--- src/sv/gha_pkg.sv ---
// Shared constants, codes and word types of the generational handle allocator.
package gha_pkg;

   localparam int SLOT_COUNT  = 1024;
   localparam int ID_W        = $clog2(SLOT_COUNT);
   localparam int CNT_W       = $clog2(SLOT_COUNT + 1);
   localparam int GEN_W       = 32;
   localparam int SLOT_W      = GEN_W + 1;
   localparam int HANDLE_ID_W = 10;
   localparam int LIVE_W      = 11;

   localparam logic [GEN_W-1:0] GEN_MAX   = '1;
   localparam logic [GEN_W-1:0] GEN_FIRST = GEN_W'(1);

   localparam logic [1:0] REQ_CREATE = 2'd0;
   localparam logic [1:0] REQ_REMOVE = 2'd1;
   localparam logic [1:0] REQ_QUERY  = 2'd2;

   localparam logic [1:0] STATUS_DONE = 2'd0;
   localparam logic [1:0] STATUS_FULL = 2'd1;
   localparam logic [1:0] STATUS_DEAD = 2'd2;

   typedef struct packed {
      logic [1:0]       req_type;
      logic [31:0]      entity_id;
      logic [GEN_W-1:0] entity_generation;
   } req_word_type;

   typedef struct packed {
      logic [HANDLE_ID_W-1:0] handle_id;
      logic [GEN_W-1:0]       handle_generation;
      logic                   is_alive;
      logic [1:0]             status;
      logic [LIVE_W-1:0]      live_count;
   } rsp_word_type;

endpackage

--- src/sv/gha_gen_unit.sv ---
// Generation compare and wrapping increment shared by create, remove and query.
module gha_gen_unit (
   input  logic [gha_pkg::GEN_W-1:0] slot_gen,
   input  logic [gha_pkg::GEN_W-1:0] req_gen,
   output logic                      gen_match,
   output logic [gha_pkg::GEN_W-1:0] gen_next
);

   // generation zero never names a live handle
   assign gen_match = (req_gen != '0) && (slot_gen == req_gen);
   assign gen_next  = (slot_gen == gha_pkg::GEN_MAX) ? gha_pkg::GEN_FIRST
                                                     : slot_gen + gha_pkg::GEN_FIRST;

endmodule

--- config.mk ---
export PLATFORM = sky130hd
export DESIGN_NAME = gha_gen_unit
export DESIGN_NICKNAME = d
export VERILOG_FILES = /design/src/sv/gha_pkg.sv /design/src/sv/gha_gen_unit.sv
export SDC_FILE = /design/constraint.sdc
export NUM_CORES = 1
export LEC_CHECK = 0
export BUFFER_PORTS_ARGS = -buffer_cell sky130_fd_sc_hd__buf_2
export CAP_MARGIN = 20
export CORE_MARGIN = 5
export CORE_UTILIZATION = 38
export DETAILED_ROUTE_END_ITERATION = 6
export PLACE_DENSITY = 0.88
export SKIP_LAST_GASP = 1
export SYNTH_ARGS = -nofsm -noshare
export SYNTH_HDL_FRONTEND = slang
export SYNTH_SLANG_ARGS = --single-unit
--- constraint.sdc ---
create_clock -name vclk -period 2.15
set_input_delay 0.43 -clock vclk [all_inputs]
set_output_delay 0.43 -clock vclk [all_outputs]
set_load 0.05 [all_outputs]
==> results_dict.tcl, run 1 <==
set metrics [dict create \
    number_of_buffers_inserted_by_post_cts_setup_repair 8 \
    syn-instance-count 175 \
    design.portCount 97 \
    stop_stage "4_1_cts" \
    detailedPlacementHpwl_um 5560 \
    synth.yosys.seq_area_share_pct 0 \
    portion_of_synthesized_cell_area_occupied_by_the_leading_cell_type_pct 33.0 \
    mappedNetlistNets 240 \
    post_synth.cell_area_avg_sq_um 7.12 \
    initial_core_util_pct 40.2 \
    rows 20 \
    synthesis.area_sq_mm 0.00125 \
    synth.distinct_cells 32 \
    most_area_consuming_cells_after_synthesis "xor2_1, nor4_1, nand4_1, nand3_1, xnor2_1" \
    synth_top_area_cell "xor2_1" \
    cts.repair.resized 95 \
    run.stop_error "[ERROR DPL-0033] detailed placement checks failed during check placement." \
    die_width_um 67.3 \
    cts_hold_buffers 0 \
    outcome "stopped before the end" \
    port_buffers 97 \
    chipHeight_um 67.3 \
    gp_congestion 0.903 \
    synthesis_warning_total 0 \
]
-- kinds of logic after synthesis --
family / Yosys count / synth area share (%)
simple gates: 91 / 47.3
xor+xnor: 53 / 37.2
compound gates: 17 / 8.13
buf+inv: 12 / 5.52
mux: 1 / 0.803
fa+ha+maj: 1 / 1.00
-- cells in the mapped netlist --
master and count:
xor2_1 47, nor4_1 17, nand4_1 15, nand3_1 12, nor2_1 9, a21oi_1 8
nor3_1 7, or4_1 6, xnor2_1 6, and4_1 5, o31ai_1 5, buf_2 4
nand2_1 4, or3_1 4, inv_1 3, o21ai_0 3, and3_1 2, buf_6 2
clkbuf_1 2, nor4_4 2, a2111oi_0 1, and2_1 1, and4_4 1, buf_4 1
ha_1 1, mux2i_1 1, nand2_2 1, nand2b_1 1, nand3b_2 1, nand4_4 1
nor2b_1 1, nor3b_1 1
-- per-stage QoR --
step | worst slack, ns | hold slack, ns | cell area [sq um] | util [%] | std cells
floorplan | -0.231 | 0.965 | 1720 | - | 175
global placement | -0.330 | 1.27 | 2680 | 86.2 | 371
detailed placement | -0.335 | 1.28 | 2680 | 86.2 | 371
==> run 2, diff against run 1 <==
- CORE_AREA: not set -> 5 5 66 68
- CORE_MARGIN: 5 -> not set
- CORE_UTILIZATION: 38 -> not set
- DIE_AREA: not set -> 0 0 71 73
- PLACE_DENSITY: 0.88 -> not set
- PLACE_DENSITY_LB_ADDON: not set -> 0.15
- clock period: 2.15 -> 2.79 ns (I/O delays scaled with it)
==> run 2 against run 1 <==
Against the previous run:
- the flow now finishes without violations
- synthesized area unchanged
- synthesized cell count unchanged
==> results_dict.tcl, run 2 <==
set metrics [dict create \
    crit_path_max_incr_delay_ns 0.56 \
    chipHeight_um 73 \
    critPathSlowestCell "or4_1" \
    synth_commonest_cells "xor2_1, nor4_1, nand4_1" \
    detailedPlacementHpwl_um 4440 \
    flow.area_growth_from_synthesis_pct 70.0 \
    min-delay-path-class "input port to output port" \
    portion_of_synthesized_cell_area_occupied_by_the_leading_cell_type_pct 33.0 \
    syn-instance-count 175 \
    required_ns 2.23 \
    route.detailed.wl_per_inst_um 14.6 \
    unrepaired_setup_endpoints_after_global_routing "no" \
    synth.yosys.seq_area_share_pct 0 \
    grt.total_usage_pct 18.5 \
    maximum_fanout_along_the_worst_path 10 \
    setup.worst_path.end_class "output port" \
    first_pass_iteration_count_of_the_detailed_router 4 \
    route.vias.total 1802 \
    most_area_consuming_cells_after_synthesis "xor2_1, nor4_1, nand4_1, nand3_1, xnor2_1" \
    synth_top_area_cell "xor2_1" \
    initial_core_util_pct 32.8 \
    clock_buffers 0 \
    layout_commonest_cell "buf_2" \
    power.leakage_nw 0.984 \
    worstSetupPathType "input port to output port" \
    global_route_wire_length_before_repair_um 8010 \
    drv_cap 0 \
    top_signal_layer_used "met3" \
    path_cells "buf_2, and4_1, nand4_4, or4_1, a21oi_2, buf_2" \
    route.detailed.vias_per_inst 5.19 \
    layout.filler_cells 394 \
    maximum_resistive_drop_on_vdd_uv 91.7 \
    slew_headroom_pct 66.0 \
    design.final.nets 364 \
    synthesis.area_sq_mm 0.00125 \
    rows 23 \
    timing.final.crit_share_pct 97.3 \
    seq_cell_area_sq_um 0 \
    die_area_sq_mm 0.00518 \
    drtAntennaViolNets 0 \
    number_of_antenna_diodes 0 \
    grt_overflow_total 0 \
    post-route-min-period_ns 2.71 \
    initialDrtViolationCount 100 \
    synthesis_warning_total 0 \
    number_of_antenna_violations_at_the_first_check_in_global_routing 0 \
    layout_common_cells "buf_2, xor2_1, buf_4" \
    pin_count_of_the_biggest_net_entering_global_routing 15 \
    cts_hold_buffers 0 \
    synth.distinct_cells 32 \
    report.power.total_mw 0.333 \
    worstPathArrival_ns 2.16 \
    grt_pass1_vias 1772 \
    port_buffers 97 \
    post_synth.cell_area_avg_sq_um 7.12 \
    gp_congestion 0.855 \
    design.portCount 97 \
    mappedNetlistNets 240 \
    nFlopsAndLatches 0 \
    kind_of_start_point_of_the_critical_path "input port" \
    post_route_cells_drive_above_1_share_pct 52.9 \
    setup-violations-final 0 \
    powerDensity_mw_per_mm2 157 \
    setup-tns-final_ns 0 \
    wl_met2_um 2540 \
    finalHoldViolCount 0 \
    cpMostUsedCell "buf_2" \
    final_slew_violations 0 \
    worst-slew-pin-transition_ns 0.497 \
    core_sq_mm 0.00380 \
    die_width_um 71 \
    drc_errors 0 \
    outcome "finished, final reports clean" \
    routed-wl-met3_um 362 \
    clock.fmax_mhz 368 \
    route.final.wire_length_um 5050 \
    post-synth-top-count-cell "xor2_1" \
    met1_length_um 2150 \
]
run 2: cell counts after synthesis:
Identical to the previous run, type by type.
run 2: routing by layer:
metal	global-route usage (%)	up-vias
met1	23.9	826
li1	-	906
met5	0	-
met3	1.93	0
met4	0.835	0
met2	34.6	70
run 2: final cells by class:
class	instances	area (sq um)	area share, %
inverters	3	11.3	0.532
multi-input cells	163	1290	60.7
well taps	50	62.6	2.95
repair buffers	131	758	35.8
run 2: worst max-delay path: cells and delay by family:
family / cells / cell delay, ns
AOI/OAI and AO/OA: 1 / 0.14
buffers and inverters: 2 / 0.36
and+or+nand+nor: 3 / 1.09
run 2: path summary, 6_finish.rpt:
check	from	slack (ns)	end	cells past startpoint
max	slot_gen[3]	0.08	gen_next[27]	6
min	slot_gen[0]	1.50	gen_next[0]	3
run 2: cells by family (layout without fill, tap and decap cells):
| logic type | Yosys count | after routing | share of synthesized area [%] |
|---|---|---|---|
| xor gates and xnor gates | 53 | 53 | 37.2 |
| muxes | 1 | 1 | 0.803 |
| AOI/OAI and AO/OA | 17 | 17 | 8.13 |
| buffers and inverters | 12 | 134 | 5.52 |
| adders and majority gates | 1 | 1 | 1.00 |
| and+or+nand+nor | 91 | 91 | 47.3 |
run 2: power by group:
| group | switching, mW | leakage (nW) | internal [mW] |
|---|---|---|---|
| Sequential | 0 | 0 | 0 |
| Clock | 0 | 0 | 0 |
| Combinational | 0.214 | 0.984 | 0.119 |
run 2: per-stage QoR:
stage | hold slack (ns) | utilization, % | instance area (sq um) | setup slack (ns) | cells
global route | 1.53 | 55.8 | 2120 | 0.00275 | 347
finish | 1.50 | 55.8 | 2120 | 0.0756 | 347
detailed placement | 1.50 | 54.7 | 2080 | -0.0170 | 347
floorplan | 1.30 | - | 1330 | -0.0439 | 175
global placement | 1.50 | 54.7 | 2080 | 0.00526 | 347
CTS | 1.50 | 54.8 | 2080 | 0.0180 | 347
run 2: what timing repair did:
item                                    4_1_cts  5_1_grt
setup buffers                                 0        0
gates resized for setup                       1       11
endpoints found under the setup margin        1       13
pin swaps                                     0        0
(Power assumes the default switching activity.)
==> run 3, diff against run 2 <==
- clock period: 2.79 -> 2.51 ns (I/O delays scaled with it)
==> run 3 against run 2 <==
Against the previous run:
- utilization is 12 points higher
- clock-buffer cell count stayed put
- combinational power is 27% higher
- power is 27% higher
- first-iteration DRC count is 16% lower
- worst setup slack worse by 0.038 ns
- cell count is 7.5% higher
- hold slack worse by 0.13 ns
- via count is 10% higher
==> results_dict.tcl, run 3 (same netlist as run 2, synthesis figures left out) <==
set metrics [dict create \
    drv_cap 0 \
    design.final.nets 390 \
    die_area_sq_mm 0.00518 \
    setup.worst_path.end_class "output port" \
    worst_path_dominant_cell_family "buffers and inverters" \
    multi_input_comb_area_sq_mm 0.00146 \
    slew_headroom_pct 75.3 \
    design.portCount 97 \
    cell_count_along_the_critical_path 9 \
    layout_common_cells "buf_2, buf_4, xor2_1" \
    cp_num_buf_inv 4 \
    layout_commonest_cell "buf_2" \
    initial_core_util_pct 32.8 \
    post_layout_worst_setup_margin_ns 0.0379 \
    finalHoldViolCount 0 \
    global_route_wire_length_before_repair_um 8910 \
    hold_slack_ns 1.37 \
    drtAntennaViolNets 0 \
    setup-tns-final_ns 0 \
    power.leakage_nw 1.18 \
    outcome "finished, final reports clean" \
    initialDrtViolationCount 84 \
    grt_pass1_vias 1953 \
    cpMostUsedCell "buf_4" \
    gp_congestion 0.893 \
    core_sq_mm 0.00380 \
    min-delay-path-class "input port to output port" \
    unrepaired_setup_endpoints_after_global_routing "yes" \
    route.vias.total 1985 \
    power_frac_comb_pct 100.0 \
    maximum_fanout_along_the_worst_path 6 \
    post-route-min-period_ns 2.47 \
    layout.filler_cells 348 \
    port_buffers 97 \
    post_route_cells_drive_above_1_share_pct 63.2 \
    seq_cell_area_sq_um 0 \
    worst-slew-pin-transition_ns 0.367 \
    power.net_switching_mw 0.258 \
    number_of_antenna_diodes 0 \
    setup-violations-final 0 \
    final_slew_violations 0 \
    first_pass_iteration_count_of_the_detailed_router 4 \
    route.final.wire_length_um 5780 \
    dp_worst_setup_slack_ns -0.103 \
    clock_power_share_pct 0 \
    detailedPlacementHpwl_um 4780 \
    clock.fmax_mhz 405 \
    route.detailed.wl_per_inst_um 15.5 \
    maximum_resistive_drop_on_vdd_uv 123 \
    crit_path_max_incr_delay_ns 0.20 \
    grt_overflow_total 0 \
    chipHeight_um 73 \
    path_cells "buf_2, ha_2, nand3_2, nand3b_4, buf_4, nor4_2, buf_4, xor2_2, buf_6" \
    powerDensity_mw_per_mm2 165 \
    route.detailed.vias_per_inst 5.32 \
    rows 23 \
    drc_errors 0 \
    die_width_um 71 \
    flow.area_growth_from_synthesis_pct 106 \
    number_of_antenna_violations_at_the_first_check_in_global_routing 0 \
    worstPathArrival_ns 1.97 \
    cts_hold_buffers 0 \
    min-delay-start "slot_gen[31]" \
    internal-power_mw 0.165 \
    clock_buffers 0 \
    report.power.total_mw 0.423 \
    switching_share_pct 61.1 \
    timing.final.crit_share_pct 98.5 \
    worstSetupPathType "input port to output port" \
    pin_count_of_the_biggest_net_entering_global_routing 13 \
    required_ns 2.01 \
    worst_hold_path.num_cells 3 \
    hold_path_end "gen_next[31]" \
    nFlopsAndLatches 0 \
    power.share.sequential_pct 0 \
    kind_of_start_point_of_the_critical_path "input port" \
    critPathSlowestCell "nand3b_4" \
    grt.total_usage_pct 20.6 \
]
[run 3: changes by cell type in the layout (fill, tap and decap cells not counted), moves of 3 or more]
cell | previous run | this run
buf_4 | 35 | 61
buf_6 | 0 | 13
and4_4 | 1 | 4
nor2_1 | 9 | 3
or4_1 | 6 | 3
or4_4 | 0 | 3
a21oi_2 | 7 | 4
a21oi_4 | 0 | 4
nor2_4 | 0 | 6
buf_2 | 90 | 79
clkbuf_4 | 6 | 2
[run 3: layer usage]
metal | GRT usage [%] | routed length, um | vias up | part of all wire (%)
li1 | - | - | 962 | -
met1 | 27.6 | 2420 | 911 | 42
met2 | 37.1 | 2770 | 105 | 48
met3 | 2.89 | 520 | 7 | 9.0
met4 | 0.835 | 63 | 0 | 1.1
met5 | 0 | 0 | - | 0
[run 3: metrics by stage]
| stage | cells | util, % | cell area, sq um |
|---|---|---|---|
| after floorplan | 175 | - | 1440 |
| after detailed placement | 369 | 62.1 | 2360 |
| after global routing | 373 | 67.5 | 2560 |
| after global placement | 369 | 62.1 | 2360 |
| final | 373 | 67.5 | 2560 |
| after CTS | 370 | 63.4 | 2410 |
[run 3: how the worst max path moves through the flow]
stage                 startpoint           end
floorplan            slot_gen[2]  gen_next[31]
global placement     slot_gen[3]  gen_next[29]
detailed placement   slot_gen[3]  gen_next[29]
CTS                 slot_gen[16]  gen_next[29]
global route        slot_gen[23]  gen_next[31]
finish               slot_gen[0]  gen_next[20]
[run 3: final cells by class]
type	count	share of cell area (%)
Multi-Input combinational cell	164	56.8
Timing Repair Buffer	156	40.3
Tap cell	50	2.44
Inverter	3	0.439
[run 3: repair_timing]
action	in CTS	in global routing
buffers inserted	1	2
cloned	0	1
gates resized for setup	15	42
endpoints found under the setup margin	15	22
pin swaps	0	4
hold endpoints to repair	0	0
[run 3: power by group through the flow]
| stage | clock network [mW] | logic, mW | registers, mW |
|---|---|---|---|
| finish | 0 | 0.423 | 0 |
| global route | 0 | 0.449 | 0 |
| CTS | 0 | 0.403 | 0 |
| detailed placement | 0 | 0.393 | 0 |
| global placement | 0 | 0.391 | 0 |
| floorplan | 0 | 0.217 | 0 |
